===== src/hdl/cprs_pkg.sv =====
// cprs_pkg: shared constants, codes and types of the checker parity run splitter
// depends on nothing; used by cprs_front, cprs_queue, cprs_back and the top level by scoped names
`timescale 1ns / 1ps
`default_nettype none
package cprs_pkg;

   // packet and index sizing
   localparam int MAX_PACKET_RAYS = 64;
   localparam int RAY_IDX_W       = $clog2(MAX_PACKET_RAYS + 1);
   localparam int RAY_EXT_W       = (RAY_IDX_W > 7) ? RAY_IDX_W : 7;

   // queue between classifier and run builder
   localparam int QUEUE_DEPTH = 4;
   localparam int QPTR_W      = $clog2(QUEUE_DEPTH);
   localparam int QCNT_W      = $clog2(QUEUE_DEPTH + 1);

   // configuration register indexes
   localparam int CSR_IDX_W = 3;
   localparam logic [CSR_IDX_W-1:0] CSR_AXIS1_X = 3'd0;
   localparam logic [CSR_IDX_W-1:0] CSR_AXIS1_Y = 3'd1;
   localparam logic [CSR_IDX_W-1:0] CSR_AXIS1_Z = 3'd2;
   localparam logic [CSR_IDX_W-1:0] CSR_AXIS2_X = 3'd3;
   localparam logic [CSR_IDX_W-1:0] CSR_AXIS2_Y = 3'd4;
   localparam logic [CSR_IDX_W-1:0] CSR_AXIS2_Z = 3'd5;

   // axis reset values, Q16.16
   localparam logic signed [31:0] AXIS_ONE  = 32'sd65536;
   localparam logic signed [31:0] AXIS_ZERO = 32'sd0;

   // classified ray word passed through the queue
   typedef struct packed {
      logic material;
      logic packet_end;
   } ray_cls_type;

   // result word
   typedef struct packed {
      logic [5:0] run_begin;
      logic [6:0] run_end;
      logic       material_select;
      logic       last_result;
   } run_word_type;

   // queue head as seen by the run builder
   typedef struct packed {
      logic        not_empty;
      ray_cls_type head;
   } queue_status_type;

endpackage
`default_nettype wire


===== src/hdl/cprs_queue.sv =====
// cprs_queue: short register queue of classified rays
// depends on cprs_pkg; sits between cprs_front and cprs_back
`timescale 1ns / 1ps
`default_nettype none
module cprs_queue (
   input  wire                        clock,
   input  wire                        reset,
   input  wire                        push_valid,
   input  cprs_pkg::ray_cls_type      push_word,
   input  wire                        pop,
   output logic                       full,
   output cprs_pkg::queue_status_type status
);

   cprs_pkg::ray_cls_type          slot_ff [cprs_pkg::QUEUE_DEPTH];
   logic [cprs_pkg::QPTR_W-1:0]    wr_ptr_ff, rd_ptr_ff;
   logic [cprs_pkg::QCNT_W-1:0]    count_ff;
   logic                           do_pop;

   assign do_pop = pop && (count_ff != '0);
   assign full   = (count_ff == cprs_pkg::QCNT_W'(cprs_pkg::QUEUE_DEPTH));

   // pointers and fill count
   always_ff @(posedge clock) begin
      if (reset) begin
         wr_ptr_ff <= '0;
         rd_ptr_ff <= '0;
         count_ff  <= '0;
      end else begin
         if (push_valid) begin
            wr_ptr_ff <= wr_ptr_ff + 1'b1;
         end
         if (do_pop) begin
            rd_ptr_ff <= rd_ptr_ff + 1'b1;
         end
         if (push_valid && !do_pop) begin
            count_ff <= count_ff + 1'b1;
         end else if (!push_valid && do_pop) begin
            count_ff <= count_ff - 1'b1;
         end
      end
   end

   // storage
   always_ff @(posedge clock) begin
      if (push_valid) begin
         slot_ff[wr_ptr_ff] <= push_word;
      end
   end

   assign status.not_empty = (count_ff != '0);
   assign status.head      = slot_ff[rd_ptr_ff];

endmodule
`default_nettype wire


===== config.mk =====
export PLATFORM = sky130hd
export DESIGN_NAME = cprs_queue
export DESIGN_NICKNAME = d
export VERILOG_FILES = /design/src/hdl/cprs_pkg.sv /design/src/hdl/cprs_queue.sv
export SDC_FILE = /design/constraint.sdc
export NUM_CORES = 1
export LEC_CHECK = 0
export ABC_AREA = 1
export BUFFER_PORTS_ARGS = -buffer_cell sky130_fd_sc_hd__buf_2
export CORE_MARGIN = 2
export CORE_UTILIZATION = 33
export DETAILED_ROUTE_END_ITERATION = 16
export SYNTH_ARGS = -nofsm -noshare
export SYNTH_HDL_FRONTEND = slang
export SYNTH_SLANG_ARGS = --single-unit

===== constraint.sdc =====
create_clock -name clock -period 1.7 [get_ports clock]
set_input_delay 0.085 -clock clock [delete_from_list [all_inputs] [get_ports clock]]
set_output_delay 0.085 -clock clock [all_outputs]
set_load 0.02 [all_outputs]

## Word-level counts from Yosys, hierarchy flattened

Memory sizes are Yosys's and may differ from the RTL's. A register that Yosys moved wholly into a read port is not among the register bits.
Cells that the tools add are included.

- Bits in registers: 7
- Memory bits (writable): 8
- Input port bits: 6
- Output and inout port bits: 4
- Logic and storage cells: 22
- Memories kept: 1

Memory list:

| name | words | width | rd ports | clocked after Yosys merged registers in | write ports | line | source |
|---|---|---|---|---|---|---|---|
| slot_ff | 4 | 2 | 1 | 1 | 1 | cprs_queue.sv:15 | `cprs_pkg::ray_cls_type slot_ff [cprs_pkg::QUEUE_DEPTH];` |

- Add/subtract/negate cells: 4
- Equality and inequality tests: 1
- Mux-type cells: 6
- Reductions and logical operators: 7

Operators with widths:

| kind | count |
|---|---|
| two-way mux 3 bit | 2 |
| adder 2 x 1 -> 2 bit (second input constant) | 2 |
| two-way mux 2 bit | 2 |
| adder 3 x 1 -> 3 bit (second input constant) | 1 |
| equality test 3 bit (second input constant) | 1 |
| logical AND 1 bit | 3 |
| nonzero test 3 bit | 1 |
| subtractor 3 x 1 -> 3 bit (second input constant) | 1 |
| zero test 1 bit | 2 |
| two-way mux 1 bit | 2 |
| nonzero test 2 bit | 1 |

## Longest topological paths before layout

- Depth in word-level cells: 5
- Mapped depth: 12
- Mapped depth without buffers: 12

## Least setup slack after synthesis

Ideal clock, no wire load.

- Path type: register to register
- From: register count_ff[1] (netlist name)
- To: register count_ff[2] (netlist name)
- Library setup time: 110 ps
- Data arrival time: 1519 ps
- Required time: 1590 ps
- Path slack: 71 ps
- Cell stages (with the launch flop): 13
- Buffers on the path: 0
- Period minus slack after synthesis: 1629 ps
- Path through: dfxtp_1 > nor2_2 > nand2_2 > nand2_1 > ha_1 > inv_1 > fa_1 > inv_1 > nand2_1 > nand3_1 > nand2_1 > inv_1 > nor2_1

RTL lines:

| element | line | source |
|---|---|---|
| from (decl) | cprs_queue.sv:17 | `logic [cprs_pkg::QCNT_W-1:0] count_ff;` |
| from (signal assigned) | cprs_queue.sv:37 | `count_ff <= count_ff + 1'b1;` |
| from (signal assigned) | cprs_queue.sv:39 | `count_ff <= count_ff - 1'b1;` |

## Final worst setup path

- From: register count_ff[1] (netlist name)
- To: register count_ff[2] (netlist name)

- Word-level cells in the longest chain between the ends: 5
- Elaborated cells on any way between the ends: 10
- Classes of those cells: add/sub: 2; mux: 2; reduce/logical: 6

RTL lines:

| element |
|---|
| parallel branches: the longest is 5 deep, another holds subtractor 3 x 1 -> 3 bit |

Parallel ways; which one is timed is not known. The select of a mux whose other input is x is not followed.
A chain may end at the register's enable or synchronous reset.

==> results.toml <==
[clocking]
worstSkewPairLatency_ns = 0.28
clk_pin_slew_worst_paths_ns = 0.09
postCtsSetupBuffers = 0
cts_made_buffers = 3
cts_root_buffer = "clkbuf_4"
h-tree-depth = 1
cts_buffer_depth = 2
cts_sinks = 17
cts_tree = "yes"

[critical_path]
start_kind = "register"
crit_arrival_ns = 1.80
critPathKind = "reg -> reg"
worst_setup_path_end_kind = "register"
crit_required_ns = 1.93
crit_path_max_fanout = 4

[power]
power_switching_uw = 470
leakage_nw = 0.425
power.share.switching = 0.370
power_density_nw_per_um2 = 1400
p_int_uw = 801
pwr-share-comb = 0.397
seq_power_share = 0.438
clkPwrFrac = 0.165
ir_drop_v = 0.000599

[cells_and_area]
area_growth_pct = 18.3
nFillCells = 238
n_antenna_cell = 0
seqCellArea_sq_um = 424
final_nets = 112
multi_input_area_sq_um = 290
layout-drive-gt1-share = 0.202

[sta]
setup_viol = 0
fin_crit_ns = 1.58
clock.fmax_mhz = 635
skew_ns = 0.00149
rsz0062_at_grt = "no"
worstMarginPinSlew_ns = 0.175
drv_slew = 0
tns_ns = 0
finalHoldViolCount = 0
worst_slew_margin_rel = 0.882
whs_ns = 0.0224
min_period_over_period = 0.927

[yosys]
netlist_area_sq_um = 766
avgSynthCellArea_sq_um = 9.23
syn_nets = 95
synth-main-ff-cell = "dfxtp_1"
yosysUniqueCellTypes = 16
synth_edf_count = 8
yosysWarnings = 0
synth_common_cells = "inv_1, nand2_1, nor2_1"
yosysMostFrequentCell = "inv_1"
synth_area_leader_cell = "edfxtp_1"
synth_seq_cells = 17
async_flop_share = 0
synth_top_area_frac = 0.314
ys_seq_area_frac = 0.549
ys_top_cells_by_area = "edfxtp_1, dfxtp_1, ha_1"
netlist_instances = 83

[floorplan]
design.die.area_sq_um = 2720
fp-row-count = 17
die_y_um = 52.2
die-width_um = 52.2
ios = 10
start_util = 0.346
coreArea_sq_um = 2210

[place]
io_buffers = 9
place_congestion = 0.730

[grt]
grt_max_degree = 10
grt_use_total = 0.104
grt_pass1_wl_um = 2050
antenna_found_initial = 0
grt_pass1_vias = 530
grt_overflow = 0

[outcome]
status = "complete, no violations"

[route]
ant_nets = 0
vias = 574
first_pass_iters = 2
route.detailed.drc = 0
wire_per_inst_um = 10.0
drtIter0Drc = 3
totalWireLength_um = 1270
viasPerCell = 4.52

[worst_hold_path]
hold_path.class = "in -> reg"

[run]
cap_violations = 0
-- power groups by stage --
stage	Combinational [mW]	Sequential (mW)	Clock, mW
after CTS	0.504	0.551	0.223
final	0.505	0.556	0.210
after global placement	0.477	0.556	0
after global routing	0.566	0.566	0.241
after detailed placement	0.497	0.561	0
after floorplan	0.334	0.557	0
-- worst paths after layout --
path / slack, ns / endpoint / depth (start not counted) / from
worst max-delay path: 0.12 / count_ff[2] / 11 / count_ff[1]
worst min-delay path: 0.02 / slot_ff[3][1] / 1 / push_word[1]
worst max register to register: 0.12 / count_ff[2] / 11 / count_ff[1]
worst min register to register: 0.50 / rd_ptr_ff[0] / 2 / rd_ptr_ff[0]
-- cell families after synthesis --
kind of cell | synth area share
XOR/XNOR | 0.0114
adder cells (fa/ha/maj) | 0.108
buffers and inverters | 0.0784
AND/OR/NAND/NOR | 0.165
flip-flops | 0.549
AO/OA/AOI/OAI | 0.0882
-- cell usage in the layout, fill, tap and decap left out, types with 2 or more instances in the layout --
master | synthesis | layout
o22ai_1 | 2 | 2
dfxtp_1 | 9 | 8
edfxtp_1 | 8 | 8
clkbuf_4 | 0 | 3
inv_1 | 16 | 16
o21ai_0 | 7 | 7
nand2_1 | 12 | 12
ha_1 | 5 | 4
nand2_2 | 2 | 2
nor2_1 | 11 | 11
buf_4 | 0 | 2
buf_2 | 0 | 9
a21oi_1 | 4 | 4
nand3_1 | 2 | 2
-- critical path: stages (launching register included) --
cell and delay, ns:
dfxtp_4 0.37, nor2_2 0.11, nand2_2 0.05, nand2_1 0.06
ha_2 0.17, inv_1 0.06, fa_2 0.34, nand2_1 0.10
nand3_1 0.08, nand2_1 0.06, inv_1 0.04, nor2_1 0.08
-- timing repair --
action	CTS	global route
setup endpoints to repair	0	1
gates resized for setup	0	4
hold endpoints to repair	1	0
hold buffers	1	0
-- layer usage --
| metal | routed length, um | global-route usage | vias up |
|---|---|---|---|
| met3 | 59 | 0.0286 | 2 |
| met1 | 492 | 0.0927 | 267 |
| met4 | 16 | 0.0513 | 0 |
| met2 | 706 | 0.209 | 10 |
| li1 | - | - | 295 |
| met5 | 0 | 0 | - |
-- stage by stage --
| step | area, sq um | util | cells | power [mW] | setup slack (ns) |
|---|---|---|---|---|---|
| 2_1_floorplan | 766 | - | 83 | 0.891 | 0.0709 |
| 3_3_place_gp | 861 | 0.389 | 122 | 1.03 | 0.137 |
| 3_5_place_dp | 861 | 0.389 | 122 | 1.06 | 0.0739 |
| 4_1_cts | 897 | 0.406 | 127 | 1.28 | 0.0544 |
| 5_1_grt | 906 | 0.410 | 127 | 1.37 | 0.0135 |
| 6_report | 906 | 0.410 | 127 | 1.27 | 0.124 |
-- cell type report --
type	instances	area share
clock buffer	4	0.0290
sequential	17	0.468
tap	28	0.0387
multi-input combinational	50	0.320
timing repair buffer	12	0.0773
inverter	16	0.0663
(Power assumes the default switching activity.)
