`src/hdl/cprs_pkg.sv`:
```
// cprs_pkg: shared constants, codes and types of the checker parity run splitter
// depends on nothing; used by cprs_front, cprs_queue, cprs_back and the top level by scoped names
`timescale 1ns / 1ps
`default_nettype none
package cprs_pkg;

   // packet and index sizing
   localparam int MAX_PACKET_RAYS = 64;
   localparam int RAY_IDX_W       = $clog2(MAX_PACKET_RAYS + 1);
   localparam int RAY_EXT_W       = (RAY_IDX_W > 7) ? RAY_IDX_W : 7;

   // queue between classifier and run builder
   localparam int QUEUE_DEPTH = 4;
   localparam int QPTR_W      = $clog2(QUEUE_DEPTH);
   localparam int QCNT_W      = $clog2(QUEUE_DEPTH + 1);

   // configuration register indexes
   localparam int CSR_IDX_W = 3;
   localparam logic [CSR_IDX_W-1:0] CSR_AXIS1_X = 3'd0;
   localparam logic [CSR_IDX_W-1:0] CSR_AXIS1_Y = 3'd1;
   localparam logic [CSR_IDX_W-1:0] CSR_AXIS1_Z = 3'd2;
   localparam logic [CSR_IDX_W-1:0] CSR_AXIS2_X = 3'd3;
   localparam logic [CSR_IDX_W-1:0] CSR_AXIS2_Y = 3'd4;
   localparam logic [CSR_IDX_W-1:0] CSR_AXIS2_Z = 3'd5;

   // axis reset values, Q16.16
   localparam logic signed [31:0] AXIS_ONE  = 32'sd65536;
   localparam logic signed [31:0] AXIS_ZERO = 32'sd0;

   // classified ray word passed through the queue
   typedef struct packed {
      logic material;
      logic packet_end;
   } ray_cls_type;

   // result word
   typedef struct packed {
      logic [5:0] run_begin;
      logic [6:0] run_end;
      logic       material_select;
      logic       last_result;
   } run_word_type;

   // queue head as seen by the run builder
   typedef struct packed {
      logic        not_empty;
      ray_cls_type head;
   } queue_status_type;

endpackage
`default_nettype wire

```
`src/hdl/cprs_back.sv`:
```
// cprs_back: run builder with output register and one pending result word
// depends on cprs_pkg; pops classified rays from cprs_queue
`timescale 1ns / 1ps
`default_nettype none
module cprs_back (
   input  wire                        clock,
   input  wire                        reset,
   input  cprs_pkg::queue_status_type status,
   output logic                       pop,
   output logic                       rsp_valid,
   input  wire                        rsp_stall,
   output cprs_pkg::run_word_type     rsp_word
);

   logic                            run_parity_ff, run_parity_in;
   logic [5:0]                      run_begin_ff, run_begin_in;
   logic [cprs_pkg::RAY_IDX_W-1:0]  ray_index_ff, ray_index_in;
   logic                            run_open_ff, run_open_in;

   logic                            out_valid_ff, out_valid_in;
   cprs_pkg::run_word_type          out_word_ff, out_word_in;
   logic                            pend_valid_ff, pend_valid_in;
   cprs_pkg::run_word_type          pend_word_ff, pend_word_in;

   logic                            out_free, ray_end, split;
   logic [cprs_pkg::RAY_EXT_W-1:0]  idx_ext, idx_next;
   cprs_pkg::run_word_type          split_word, close_word;
   logic                            mat;

   assign out_free = !out_valid_ff || !rsp_stall;
   assign pop      = status.not_empty && !pend_valid_ff && out_free;
   assign mat      = status.head.material;
   assign idx_ext  = cprs_pkg::RAY_EXT_W'(ray_index_ff);
   assign idx_next = idx_ext + 1'b1;
   assign ray_end  = status.head.packet_end ||
                     (ray_index_ff >= cprs_pkg::RAY_IDX_W'(cprs_pkg::MAX_PACKET_RAYS - 1));
   assign split    = run_open_ff && (mat != run_parity_ff);

   // run at a material change closes just before this ray
   always_comb begin
      split_word.run_begin       = run_begin_ff;
      split_word.run_end         = idx_ext[6:0];
      split_word.material_select = run_parity_ff;
      split_word.last_result     = !ray_end;
   end

   // run state and result words for the head ray
   always_comb begin
      run_parity_in = run_parity_ff;
      run_begin_in  = run_begin_ff;
      ray_index_in  = ray_index_ff;
      run_open_in   = run_open_ff;
      out_valid_in  = out_valid_ff && rsp_stall;
      out_word_in   = out_word_ff;
      pend_valid_in = pend_valid_ff;
      pend_word_in  = pend_word_ff;

      if (!run_open_ff || split) begin
         run_parity_in = mat;
         run_begin_in  = idx_ext[5:0];
      end
      run_open_in = 1'b1;

      close_word.run_begin       = run_begin_in;
      close_word.run_end         = idx_next[6:0];
      close_word.material_select = run_parity_in;
      close_word.last_result     = 1'b1;

      if (pend_valid_ff) begin
         // second result of an earlier ray goes out first
         run_parity_in = run_parity_ff;
         run_begin_in  = run_begin_ff;
         run_open_in   = run_open_ff;
         if (out_free) begin
            out_valid_in  = 1'b1;
            out_word_in   = pend_word_ff;
            pend_valid_in = 1'b0;
         end
      end else if (pop) begin
         if (ray_end) begin
            run_parity_in = 1'b0;
            run_begin_in  = '0;
            ray_index_in  = '0;
            run_open_in   = 1'b0;
         end else begin
            ray_index_in = ray_index_ff + 1'b1;
         end
         priority if (split && ray_end) begin
            out_valid_in  = 1'b1;
            out_word_in   = split_word;
            pend_valid_in = 1'b1;
            pend_word_in  = close_word;
         end else if (split) begin
            out_valid_in = 1'b1;
            out_word_in  = split_word;
         end else if (ray_end) begin
            out_valid_in = 1'b1;
            out_word_in  = close_word;
         end else begin
         end
      end else begin
         run_parity_in = run_parity_ff;
         run_begin_in  = run_begin_ff;
         run_open_in   = run_open_ff;
      end
   end

   // control registers
   always_ff @(posedge clock) begin
      if (reset) begin
         run_parity_ff <= 1'b0;
         run_begin_ff  <= '0;
         ray_index_ff  <= '0;
         run_open_ff   <= 1'b0;
         out_valid_ff  <= 1'b0;
         pend_valid_ff <= 1'b0;
      end else begin
         run_parity_ff <= run_parity_in;
         run_begin_ff  <= run_begin_in;
         ray_index_ff  <= ray_index_in;
         run_open_ff   <= run_open_in;
         out_valid_ff  <= out_valid_in;
         pend_valid_ff <= pend_valid_in;
      end
   end

   // result payload
   always_ff @(posedge clock) begin
      out_word_ff  <= out_word_in;
      pend_word_ff <= pend_word_in;
   end

   assign rsp_valid = out_valid_ff;
   assign rsp_word  = out_word_ff;

endmodule
`default_nettype wire

```
`config.mk`:
```
export PLATFORM = sky130hd
export DESIGN_NAME = cprs_back
export DESIGN_NICKNAME = d
export VERILOG_FILES = /design/src/hdl/cprs_pkg.sv /design/src/hdl/cprs_back.sv
export SDC_FILE = /design/constraint.sdc
export NUM_CORES = 1
export LEC_CHECK = 0
export BUFFER_PORTS_ARGS = -buffer_cell sky130_fd_sc_hd__buf_2
export CAP_MARGIN = 20
export CORE_MARGIN = 3
export CORE_UTILIZATION = 57
export CTS_CLUSTER_DIAMETER = 50
export CTS_CLUSTER_SIZE = 14
export DETAILED_ROUTE_END_ITERATION = 10
export PLACE_DENSITY = 0.78
export SYNTH_ARGS = -nofsm -noshare
export SYNTH_HDL_FRONTEND = slang
export SYNTH_SLANG_ARGS = --single-unit
export TNS_END_PERCENT = 50
```
`constraint.sdc`:
```
create_clock -name clock -period 3.6 [get_ports clock]
set_clock_uncertainty 0.1 [all_clocks]
set_input_delay 0.72 -clock clock [delete_from_list [all_inputs] [get_ports clock]]
set_output_delay 0.72 -clock clock [all_outputs]
set_load 0.05 [all_outputs]
```
# After elaboration in Yosys (flattened, before gate mapping)

Index checks and enable logic that the tools add are counted.

Bits in registers: 46
Bits in latches: 0
Bits in writable memories: 0
Memory bits (read-only): 0
Output and inout bits: 17
Word-level logic and storage cells: 58
Memories kept: 0

Add/subtract/negate cells: 1
Multiply operators: 0
Divide/modulo/power cells: 0
$lt $le $gt $ge: 1
Eq/ne operators: 2
Shift-type cells: 0
Multiplexer cells: 22
Bitwise gates (word level): 1
Reduce and logical (&&, ||, !) cells: 18

Operator list:

| cell                                                | number |
|---|---|
| two-way mux 15 bit                                  | 6 |
| two-way mux 1 bit                                   | 13 |
| two-way mux 6 bit                                   | 2 |
| adder 7 x 1 -> 7 bit, second input constant         | 1 |
| >= comparator 7 x 6 -> 1 bit, second input constant | 1 |
| two-way mux 7 bit                                   | 1 |
| AND reduction 3 bit                                 | 2 |
| logical AND 1 bit                                   | 5 |
| logical NOT 1 bit                                   | 5 |
| nonzero test 4 bit                                  | 1 |
| logical OR 1 bit                                    | 3 |
| != test 2 x 1 -> 1 bit, second input constant       | 1 |
| AND reduction 2 bit                                 | 1 |
| nonzero test 2 bit                                  | 1 |
| != test 1 bit                                       | 1 |
| inverter 1 bit                                      | 1 |

# Depth between registers and ports, before layout

Gate-level depths: netlist of the first run.

Depth after elaboration: 9
Depth in mapped cells: 6

# Least setup slack after synthesis of the first run

OpenSTA, ideal clock, no wires.

Kind: input to register
Start point: input status[1] (netlist bit)
End point: register pend_word_ff[10] (netlist bit) (enable)
Library setup time: 0.405 ns
Data arrival time: 2.347 ns
Required time: 3.095 ns
Path slack: 0.748 ns
Stages on the path: 3
Path buffers: 0
Cells stage by stage: xor2_1 > nand2_1 > nor3_1

Longest elaborated chain between the ends: 4

RTL lines:

| item                                 | RTL line         | text |
|---|---|---|
| start, declared                      | cprs_back.sv:8   | `input cprs_pkg::queue_status_type status,` |
| != test 1 bit                        | cprs_back.sv:37  | `assign split = run_open_ff && (mat != run_parity_ff);` |
| logical AND 1 bit                    | cprs_back.sv:37  |  |
| logical AND 1 bit                    | cprs_back.sv:88  | `priority if (split && ray_end) begin` |
| AND reduction 3 bit (no source line) | --               |  |
| end signal, assigned                 | cprs_back.sv:130 | `pend_word_ff <= pend_word_in;` |
| end, declared                        | cprs_back.sv:23  | `cprs_pkg::run_word_type pend_word_ff, pend_word_in;` |

Every way passes these cells.
A chain may end at the register's enable or synchronous reset.

# Worst setup path in the final report of the first run

Start point: register pend_valid_ff
End point: output pop

Longest elaborated chain between the ends: 3

RTL lines:

| item                           | RTL line         | text |
|---|---|---|
| start, declared                | cprs_back.sv:22  | `logic pend_valid_ff, pend_valid_in;` |
| start signal, assigned         | cprs_back.sv:123 | `pend_valid_ff <= pend_valid_in;` |
| logical NOT 1 bit              | cprs_back.sv:31  | `assign pop = status.not_empty && !pend_valid_ff && out_free;` |
| logical AND 1 bit (2 in a row) | cprs_back.sv:31  |  |
| end, declared                  | cprs_back.sv:9   | `output logic pop,` |

Every way passes these cells.

==> metrics.md, run 1 <==
| Metric | Value |
|---|---|
| Status | finished clean |
| Synthesized Nets | 193 |
| CTS Hold Buffers Added | 0 |
| Total track usage | 20.2% |
| Vias per cell | 5.73 |
| Reg clk slew, reported paths | 0.08 ns |
| Post-DP HPWL | 2.79 mm |
| Sequential area share after synthesis | 57.3% |
| Power consumption | 0.00105 W |
| CP max stage cell | dfxtp_1 |
| CP Data Required Time | 2.78 ns |
| Post-synth EDFFs | 29 |
| Cell Pwr Density | 451 nW/µm² |
| RSZ-0062 raised after global routing | false |
| Static leakage | 0.845 nW |
| Fillers | 257 |
| HP Class | flip-flop to flip-flop |
| Crit Path Max Fanout | 32 |
| Initial antenna violation count | 0 |
| Vias in the first global route | 1363 |
| Die W | 66.9 µm |
| Setup_tns | 0 ns |
| Root Buffer | clkbuf_8 |
| Asr flop ratio synth | 0% |
| ANT cells | 0 |
| Final instance area | 2340 µm² |
| CTS Sinks | 46 |
| Row Count | 21 |
| Worst-margin pin slew | 0.824 ns |
| Number of buffers inserted by port buffering | 22 |
| Worst-path cell chain | a21oi_1 -> nand2_1 -> buf_4 -> inv_1 -> buf_2 |
| Synth Instances | 186 |
| Final setup fails | 0 |
| Die area | 4470 µm² |
| Reg-to-reg slack, setup | 1.15 ns |
| YS warnings | 0 |
| Rel. slew slack | 45.0% |
| Layout cells sized above 1 | 22.9% |
| Crit. End Element | output port |
| First-pass GRT wire length | 6.76 mm |
| Die height | 66.9 µm |
| Min Clock Period, post-route | 2.85 ns |
| Core area | 3440 µm² |
| Worst VDD drop | 0.316 mV |
| Initial core utilization | 61.4% |
| Setup Crit Path Kind | flip-flop to output port |
| Area grow syn2layout | 10.6% |
| CTS tree | built |
| Routed vias | 1439 |
| Fin crit share | 79.1% |
| F_max | 351 MHz |
| Largest net degree at the start of global routing | 33 |
| Setup Buffers After CTS | 0 |
| Non-filler instance count after layout | 251 |
| Most frequent cells in the layout | edfxtp_1, nand2_1, buf_2 |
| Worst hold slack | 0.405 ns |
| Inst Count DP | 243 |
| Ys flop type | edfxtp_1 |
| Num CTS Buffers | 5 |
| Startpoint types | flip-flop |
| Final GP Congestion | 0.877 |
| Final hold violations | 0 |
| CP peak stage delay | 0.86 ns |
| Total wire length | 3.91 mm |
| Clock latency on the worst-skew pair | 0.29 ns |
| Max-cap violations | 0 |
| Netlist Area Pre-Place | 2110 µm² |
| Number of distinct library cells after synthesis | 41 |
| Gates resized, CTS repair | 0 |
| Commonest non-fill, non-tap cell in the layout | edfxtp_1 |
| Clock Path Buffers | 2 |
| Average wire per standard cell | 15.6 µm |
| DR iter-0 viols | 121 |
| Syn Area/Cell | 11.4 µm² |
| DR pass1 iterations | 4 |
| GR Overflow Total | 0 |
| Pins Over Slew Limit | 0 |
| DRC violations left | 0 |
| # IOs | 23 |
| Critical Path AT | 2.03 ns |
| FF+latch count, synth | 46 |
| Fin nets | 211 |
| Final ANT Viol Nets | 0 |
| H-tree levels | 2 |
| Placed Area | 2220 µm² |
[cells in the mapped netlist, types with 2 or more instances]
| library cell | instances | share of area (%) |
|---|---|---|
| and3_1 | 2 | 0.59 |
| a211oi_1 | 3 | 1.1 |
| nand2_1 | 26 | 4.6 |
| mux2i_1 | 8 | 3.8 |
| clkbuf_1 | 5 | 0.89 |
| mux2_2 | 6 | 3.2 |
| o21ai_0 | 15 | 3.6 |
| or4_1 | 3 | 1.1 |
| nor3_1 | 2 | 0.47 |
| xor2_1 | 3 | 1.2 |
| edfxtp_1 | 29 | 41 |
| buf_6 | 2 | 1.1 |
| buf_4 | 2 | 0.71 |
| xnor2_1 | 9 | 3.7 |
| a21oi_1 | 10 | 2.4 |
| buf_2 | 3 | 0.71 |
| nand3_1 | 7 | 1.7 |
| a31oi_1 | 3 | 0.89 |
| a32o_1 | 6 | 2.8 |
| inv_1 | 5 | 0.89 |
| dfxtp_1 | 17 | 16 |
[kinds of logic after synthesis]
group	synth area share (%)
xor+xnor	4.97
simple gates	11.9
flops	57.3
compound gates	13.0
buf+inv	5.21
fa+ha+maj	0.592
mux	6.99
[report_power, final]
part           switching [W]   total, W  internal [W]
clock               0.000175   0.000383      0.000208
sequential         0.0000104   0.000581      0.000571
combinational      0.0000656  0.0000891     0.0000235
[cell type report]
class	count	area [µm²]	area share [%]
sequential	46	1210	51.8
clock buffer	5	68.8	2.94
clock inverter	3	43.8	1.87
tap	46	57.6	2.46
timing repair buffer	26	140	6.00
multi-input combinational	120	797	34.1
inverter	5	18.8	0.803
[registers in the layout (all words and copies together), names as in the netlist]
name / flops
pend_valid_ff: 1
pend_word_ff: 14
run_begin_ff: 6
idx_ext: 7
rsp_valid: 1
rsp_word: 15
run_open_ff: 1
run_parity_ff: 1
[critical path: cells and delay by family (launching register included)]
kind	cells	cell delay [ns]
buffers and inverters	3	0.61
and+or+nand+nor	1	0.11
AOI/OAI and AO/OA	1	0.14
DFF	1	0.86
[per-layer routing]
| metal | wire (µm) | up-vias | global-route usage [%] |
|---|---|---|---|
| li1 | - | 711 | - |
| met1 | 1760 | 676 | 29.4 |
| met2 | 1920 | 48 | 29.8 |
| met3 | 195 | 4 | 3.88 |
| met4 | 39 | 0 | 7.59 |
| met5 | 0 | - | 0 |
[through the flow]
| step | setup slack [ns] | util, % |
|---|---|---|
| 2_1_floorplan | 0.748 | - |
| 3_3_place_gp | 1.09 | 64.6 |
| 3_5_place_dp | 0.981 | 64.6 |
| 4_1_cts | 0.753 | 67.9 |
| 5_1_grt | 0.518 | 67.9 |
| 6_report | 0.752 | 67.9 |
[worst paths after layout]
path                               startpoint            end  cells after the start
worst max register to register     idx_ext[0]   rsp_word[11]                      7
worst min register to register  run_parity_ff  run_parity_ff                      2
worst max-delay path            pend_valid_ff            pop                      5
worst min-delay path            run_parity_ff  run_parity_ff                      2
Note: power is estimated with default switching activity, not from simulation.
==> inputs of run 2 (changes only) <==
==> constraint.sdc (replaced) <==
create_clock -name clock -period 2.7 [get_ports clock]
set_clock_uncertainty 0.1 [all_clocks]
set_input_delay 0.54 -clock clock [delete_from_list [all_inputs] [get_ports clock]]
set_output_delay 0.54 -clock clock [all_outputs]
set_load 0.05 [all_outputs]
==> metrics.md, run 2 (synthesis gave the netlist of run 1 again) <==
| Metric | Value |
|---|---|
| Commonest non-fill, non-tap cell in the layout | edfxtp_1 |
| CTS Hold Buffers Added | 0 (unchanged) |
| Worst reg2reg startpoint | idx_ext[0] |
| First-pass GRT wire length | 6.56 mm (-3.1%) |
| Clock power frac | 33.4% (-3.0 points) |
| HP Class | input pin to flip-flop |
| Combinational power share | 9.5% (+1.0 points) |
| CP max stage cell | dfxtp_1 |
| Reg2reg path depth | 6 (-1) |
| Clock Path Buffers | 2 (unchanged) |
| Fin nets | 215 (+1.9%) |
| Crit path max-delay family | compound AO/OA/AOI/OAI gates |
| CTS tree | built |
| Status | finished clean |
| Min Clock Period, post-route | 2.25 ns |
| Startpoint types | flip-flop |
| Internal Power | 0.00103 W (+28%) |
| Routed vias | 1438 (-0.069%) |
| RSZ-0062 raised after global routing | false |
| DRC violations left | 0 (unchanged) |
| Die W | 66.9 µm (unchanged) |
| Number of buffers inserted by port buffering | 22 (unchanged) |
| CP peak stage delay | 0.57 ns (-0.29 ns) |
| Die height | 66.9 µm (unchanged) |
| CTS Sinks | 46 (unchanged) |
| Reg-to-Reg End | rsp_word[13] |
| Final ANT Viol Nets | 0 (unchanged) |
| Critical Path AT | 2.15 ns (+0.12 ns) |
| Reg clk slew, reported paths | 0.08 ns (about the same) |
| Reg-to-reg slack, setup | 0.45 ns (-0.70 ns) |
| Pins Over Slew Limit | 0 (unchanged) |
| # IOs | 23 (unchanged) |
| WHS Path Cells | 1 (-1) |
| Vias per cell | 5.64 (-1.6%) |
| GR Util met2 | 31.6% (+1.7 points) |
| Total track usage | 19.9% (-0.38 points) |
| Rel. slew slack | 49.5% (+4.5 points) |
| Initial antenna violation count | 0 (unchanged) |
| Worst VDD drop | 0.464 mV (+47%) |
| Final setup fails | 0 (unchanged) |
| Max reg flops | 15 (unchanged) |
| Average wire per standard cell | 15.4 µm (-0.97%) |
| Gates resized, CTS repair | 0 (unchanged) |
| Setup_tns | 0 ns (unchanged) |
| Crit Path Max Fanout | 15 (-53%) |
| DR iter-0 viols | 100 (-17%) |
| Worst-margin pin slew | 0.752 ns (-0.0715 ns) |
| Fillers | 253 (-1.6%) |
| GRT busiest layer | met2 |
| Final hold violations | 0 (unchanged) |
| H-tree levels | 2 (unchanged) |
| Routing usage on met3 | 5.73% (+1.9 points) |
| Setup Crit Path Kind | flip-flop to flip-flop |
| Total wire length | 3.94 mm (+0.61%) |
| Fin crit share | 83.4% |
| Switching power | 0.000317 W (+27%) |
| Sw Ratio | 23.6% (-0.25 points) |
| Crit. End Element | flip-flop |
| Layout cells sized above 1 | 24.4% (+1.5 points) |
| Clock latency on the worst-skew pair | 0.29 ns (about the same) |
| Hold path start | status[1] |
| Post-DP HPWL | 2.83 mm (+1.3%) |
| CP Buf/Inv Count | 1 (-2) |
| Sequential Power Share | 57.2% (+2.0 points) |
| Most frequent cells in the layout | edfxtp_1, nand2_1, buf_2 |
| Place WS | 0.495 ns (-0.486 ns) |
| Setup ws final | 0.447 ns (-0.304 ns) |
| Row Count | 21 (unchanged) |
| GR Overflow Total | 0 (unchanged) |
| Num CTS Buffers | 5 (unchanged) |
| ANT cells | 0 (unchanged) |
| Cell Pwr Density | 571 nW/µm² (+27%) |
| Setup Buffers After CTS | 0 (unchanged) |
| Die area | 4470 µm² (unchanged) |
| Max-cap violations | 0 (unchanged) |
| Core area | 3440 µm² (unchanged) |
| Met1 usage | 26.0% (-3.5 points) |
| DR pass1 iterations | 4 (unchanged) |
| Static leakage | 0.862 nW (+2.0%) |
| Root Buffer | clkbuf_8 |
| CP Data Required Time | 2.59 ns (-0.19 ns) |
| Area grow syn2layout | 11.7% |
| Worst-path cell chain | ha_1 -> a21o_2 -> a21oi_1 -> a21bo_2 -> a22oi_1 -> buf_4 |
| F_max | 444 MHz |
| Initial core utilization | 61.4% (unchanged) |
| WHS Endpoint | pend_word_ff[1] |
| Largest net degree at the start of global routing | 32 (-3.0%) |
| Final GP Congestion | 0.842 (-4.0%) |
| Vias in the first global route | 1366 (+0.22%) |
run 2: stage by stage:
stage	instances	power (W)	util (%)	hold slack, ns	area [µm²]
4_1_cts	255	0.00136	68.6	0.362	2360
5_1_grt	255	0.00140	68.6	0.363	2360
3_5_place_dp	247	0.000913	65.5	0.395	2250
2_1_floorplan	186	0.000881	-	0.356	2110
3_3_place_gp	247	0.000909	65.5	0.369	2250
6_report	255	0.00135	68.6	0.373	2360
run 2: worst max path at each step:
stage	from	to	slack (ns)	cells past startpoint
5_1_grt	idx_ext[0]	rsp_word[13]	0.31	6
3_3_place_gp	idx_ext[0]	rsp_word[10]	0.52	6
2_1_floorplan	status[1]	pend_word_ff[10]	0.03	3
3_5_place_dp	idx_ext[0]	rsp_word[11]	0.50	6
6_report	idx_ext[0]	rsp_word[13]	0.45	6
4_1_cts	idx_ext[0]	rsp_word[10]	0.48	6
run 2: power by group through the flow:
stage	Combinational (W)	Clock, W	Sequential, W
5_1_grt	0.000136	0.000495	0.000772
3_3_place_gp	0.000124	0	0.000786
2_1_floorplan	0.0000567	0	0.000824
6_report	0.000127	0.000449	0.000770
3_5_place_dp	0.000127	0	0.000786
4_1_cts	0.000127	0.000461	0.000770
run 2: final cells by class:
class	count	area [µm²]	share of cell area, %
clock inverter	1	8.76	0.371
multi-input combinational	120	797	33.8
sequential	46	1210	51.3
tap	46	57.6	2.44
inverter	5	18.8	0.795
clock buffer	7	96.3	4.08
timing repair buffer	30	170	7.21
run 2: routing by layer:
metal  share of wire, %  wire length (µm)
met1                 45              1790
met2                 48              1890
met3                5.8               229
met4               0.89                35
met5                  0                 0
run 2: worst register-to-register path: cells and delay by family, from the launching register on:
kind	cells	cell delay [ns]
fa+ha+maj	1	0.38
buf+inv	1	0.25
flops	1	0.57
compound gates	4	0.65
==> inputs of run 3 (changes only) <==
--- a/config.mk
+++ b/config.mk
@@ -8,11 +8,11 @@
 export BUFFER_PORTS_ARGS = -buffer_cell sky130_fd_sc_hd__buf_2
 export CAP_MARGIN = 20
 export CORE_MARGIN = 3
-export CORE_UTILIZATION = 57
+export CORE_UTILIZATION = 52
 export CTS_CLUSTER_DIAMETER = 50
 export CTS_CLUSTER_SIZE = 14
 export DETAILED_ROUTE_END_ITERATION = 10
-export PLACE_DENSITY = 0.78
+export PLACE_DENSITY = 0.75
 export SYNTH_ARGS = -nofsm -noshare
 export SYNTH_HDL_FRONTEND = slang
 export SYNTH_SLANG_ARGS = --single-unit
==> constraint.sdc (replaced) <==
create_clock -name clock -period 2.05 [get_ports clock]
set_clock_uncertainty 0.1 [all_clocks]
set_input_delay 0.41 -clock clock [delete_from_list [all_inputs] [get_ports clock]]
set_output_delay 0.41 -clock clock [all_outputs]
set_load 0.05 [all_outputs]
==> metrics.md, run 3 (synthesis gave the netlist of run 1 again) <==
| Metric | Value |
|---|---|
| Status | finished clean |
| CP Data Required Time | 1.99 ns (-0.60 ns) |
| First-pass GRT wire length | 6.56 mm (about the same) |
| Switching power | 0.000427 W (+34%) |
| Root Buffer | clkbuf_8 |
| Worst VDD drop | 0.393 mV (-15%) |
| Core area | 3800 µm² (+10%) |
| Combinational power share | 10.4% (+0.9 points) |
| Final hold violations | 0 (unchanged) |
| Total track usage | 17.0% (-2.9 points) |
| Crit. End Element | flip-flop |
| Crit path max-delay family | flip-flops |
| HP Class | input pin to flip-flop |
| Clock Path Buffers | 2 (unchanged) |
| Sequential Power Share | 59.2% (+2.0 points) |
| CTS tree | built |
| Worst reg2reg startpoint | idx_ext[0] |
| Row Count | 22 (+4.8%) |
| Worst-margin pin slew | 0.327 ns (-0.425 ns) |
| Final ANT Viol Nets | 0 (unchanged) |
| RSZ-0062 raised after global routing | false |
| GR Overflow Total | 0 (unchanged) |
| DR iter-0 viols | 142 (+42%) |
| Clock latency on the worst-skew pair | 0.29 ns (about the same) |
| Static leakage | 0.881 nW (+2.2%) |
| Critical Path AT | 1.88 ns (-0.27 ns) |
| Final setup fails | 0 (unchanged) |
| Die W | 69.8 µm (+4.3%) |
| WHS Path Cells | 1 (unchanged) |
| Clock power frac | 30.5% (-2.9 points) |
| Die height | 69.8 µm (+4.3%) |
| CP peak stage delay | 0.52 ns (-0.05 ns) |
| CTS Sinks | 46 (unchanged) |
| DRC violations left | 0 (unchanged) |
| Commonest non-fill, non-tap cell in the layout | edfxtp_1 |
| Vias in the first global route | 1350 (-1.2%) |
| F_max | 514 MHz (+16%) |
| Number of buffers inserted by port buffering | 22 (unchanged) |
| Gates resized, CTS repair | 0 (unchanged) |
| CP Buf/Inv Count | 0 (-1) |
| Crit Path Max Fanout | 7 (-8) |
| Fin nets | 220 (+2.3%) |
| Most frequent cells in the layout | edfxtp_1, nand2_1, buf_2 |
| Fin crit share | 94.9% (+11 points) |
| Internal Power | 0.00129 W (+25%) |
| Reg-to-Reg End | rsp_word[8] |
| Cell Pwr Density | 704 nW/µm² (+23%) |
| CTS Hold Buffers Added | 0 (unchanged) |
| Setup_tns | 0 ns (unchanged) |
| Reg2reg path depth | 5 (-1) |
| Total wire length | 3.92 mm (-0.48%) |
| Max reg flops | 15 (unchanged) |
| ANT cells | 0 (unchanged) |
| Num CTS Buffers | 5 (unchanged) |
| Max-cap violations | 0 (unchanged) |
| Pins Over Slew Limit | 0 (unchanged) |
| Initial antenna violation count | 0 (unchanged) |
| Final core occ | 64.2% (-4.4 points) |
| Layout cells sized above 1 | 28.5% (+4.1 points) |
| Sw Ratio | 24.9% (+1.3 points) |
| Routed vias | 1469 (+2.2%) |
| Worst hold slack | 0.268 ns (-0.106 ns) |
| H-tree levels | 2 (unchanged) |
| Setup Buffers After CTS | 0 (unchanged) |
| Area grow syn2layout | 15.3% |
| WHS Endpoint | pend_word_ff[1] |
| Worst-path cell chain | ha_4 -> nand3_1 -> a211oi_1 -> xnor2_1 -> o21ai_0 |
| Post-DP HPWL | 2.93 mm (+3.7%) |
| Vias per cell | 5.61 (-0.57%) |
| CP max stage cell | dfxtp_1 |
| Largest net degree at the start of global routing | 32 (unchanged) |
| Setup Crit Path Kind | flip-flop to flip-flop |
| # IOs | 23 (unchanged) |
| Reg-to-reg slack, setup | 0.10 ns (-0.34 ns) |
| Initial core utilization | 55.6% (-5.8 points) |
| Rel. slew slack | 78.2% (+29 points) |
| Startpoint types | flip-flop |
| Min Clock Period, post-route | 1.95 ns (-0.308 ns) |
| Reg clk slew, reported paths | 0.08 ns (about the same) |
| Final GP Congestion | 0.901 (+7.0%) |
| Average wire per standard cell | 15.0 µm (-3.1%) |
| Die area | 4870 µm² (+8.7%) |
| DR pass1 iterations | 4 (unchanged) |
| Hold path start | status[1] |
-- run 3: routing by layer --
layer  GRT usage, %  vias to the layer above  part of all wire (%)
met4           5.96                        0                   1.7
met1           23.3                      688                    45
li1               -                      732                     -
met3           4.49                        8                   6.0
met5              0                        -                     0
met2           26.1                       41                    47
-- run 3: worst max path at each step --
| stage | slack (ns) | cells after the start | startpoint | endpoint |
|---|---|---|---|---|
| after floorplan | -0.11 | 4 | rsp_valid | pend_word_ff[10] |
| after global placement | 0.12 | 6 | status[1] | rsp_word[9] |
| after detailed placement | 0.08 | 6 | status[1] | rsp_word[5] |
| after CTS | 0.11 | 5 | idx_ext[0] | rsp_word[8] |
| after global routing | 0.02 | 4 | rsp_valid | pop |
| final | 0.10 | 5 | idx_ext[0] | rsp_word[8] |
-- run 3: final cells by class --
cell class	instances	area (µm²)
clock buffer	5	68.8
clock inverter	3	16.3
fill	312	1360
inverter	5	18.8
multi-input combinational	120	828
sequential	46	1210
tap	48	60.1
timing repair buffer	35	233
-- run 3: worst reg2reg max path: stages (launching register included) --
cell and delay, ns:
dfxtp_1 0.52, ha_4 0.23, nand3_1 0.24, a211oi_1 0.35, xnor2_1 0.16, o21ai_0 0.09
-- run 3: through the flow --
stage               worst slack, ns  total power, W  area (µm²)  cells
floorplan                    -0.109         0.00116        2160    186
global placement              0.120         0.00121        2350    254
detailed placement           0.0792         0.00121        2350    254
CTS                           0.113         0.00173        2440    262
global route                 0.0178         0.00179        2440    262
finish                        0.105         0.00172        2440    262
-- run 3: power groups by stage --
stage / registers, W / logic, W / clock network [W]
3_5_place_dp: 0.00104 / 0.000178 / 0
5_1_grt: 0.00102 / 0.000191 / 0.000580
2_1_floorplan: 0.00109 / 0.0000786 / 0
3_3_place_gp: 0.00104 / 0.000174 / 0
4_1_cts: 0.00101 / 0.000178 / 0.000540
6_report: 0.00101 / 0.000178 / 0.000522
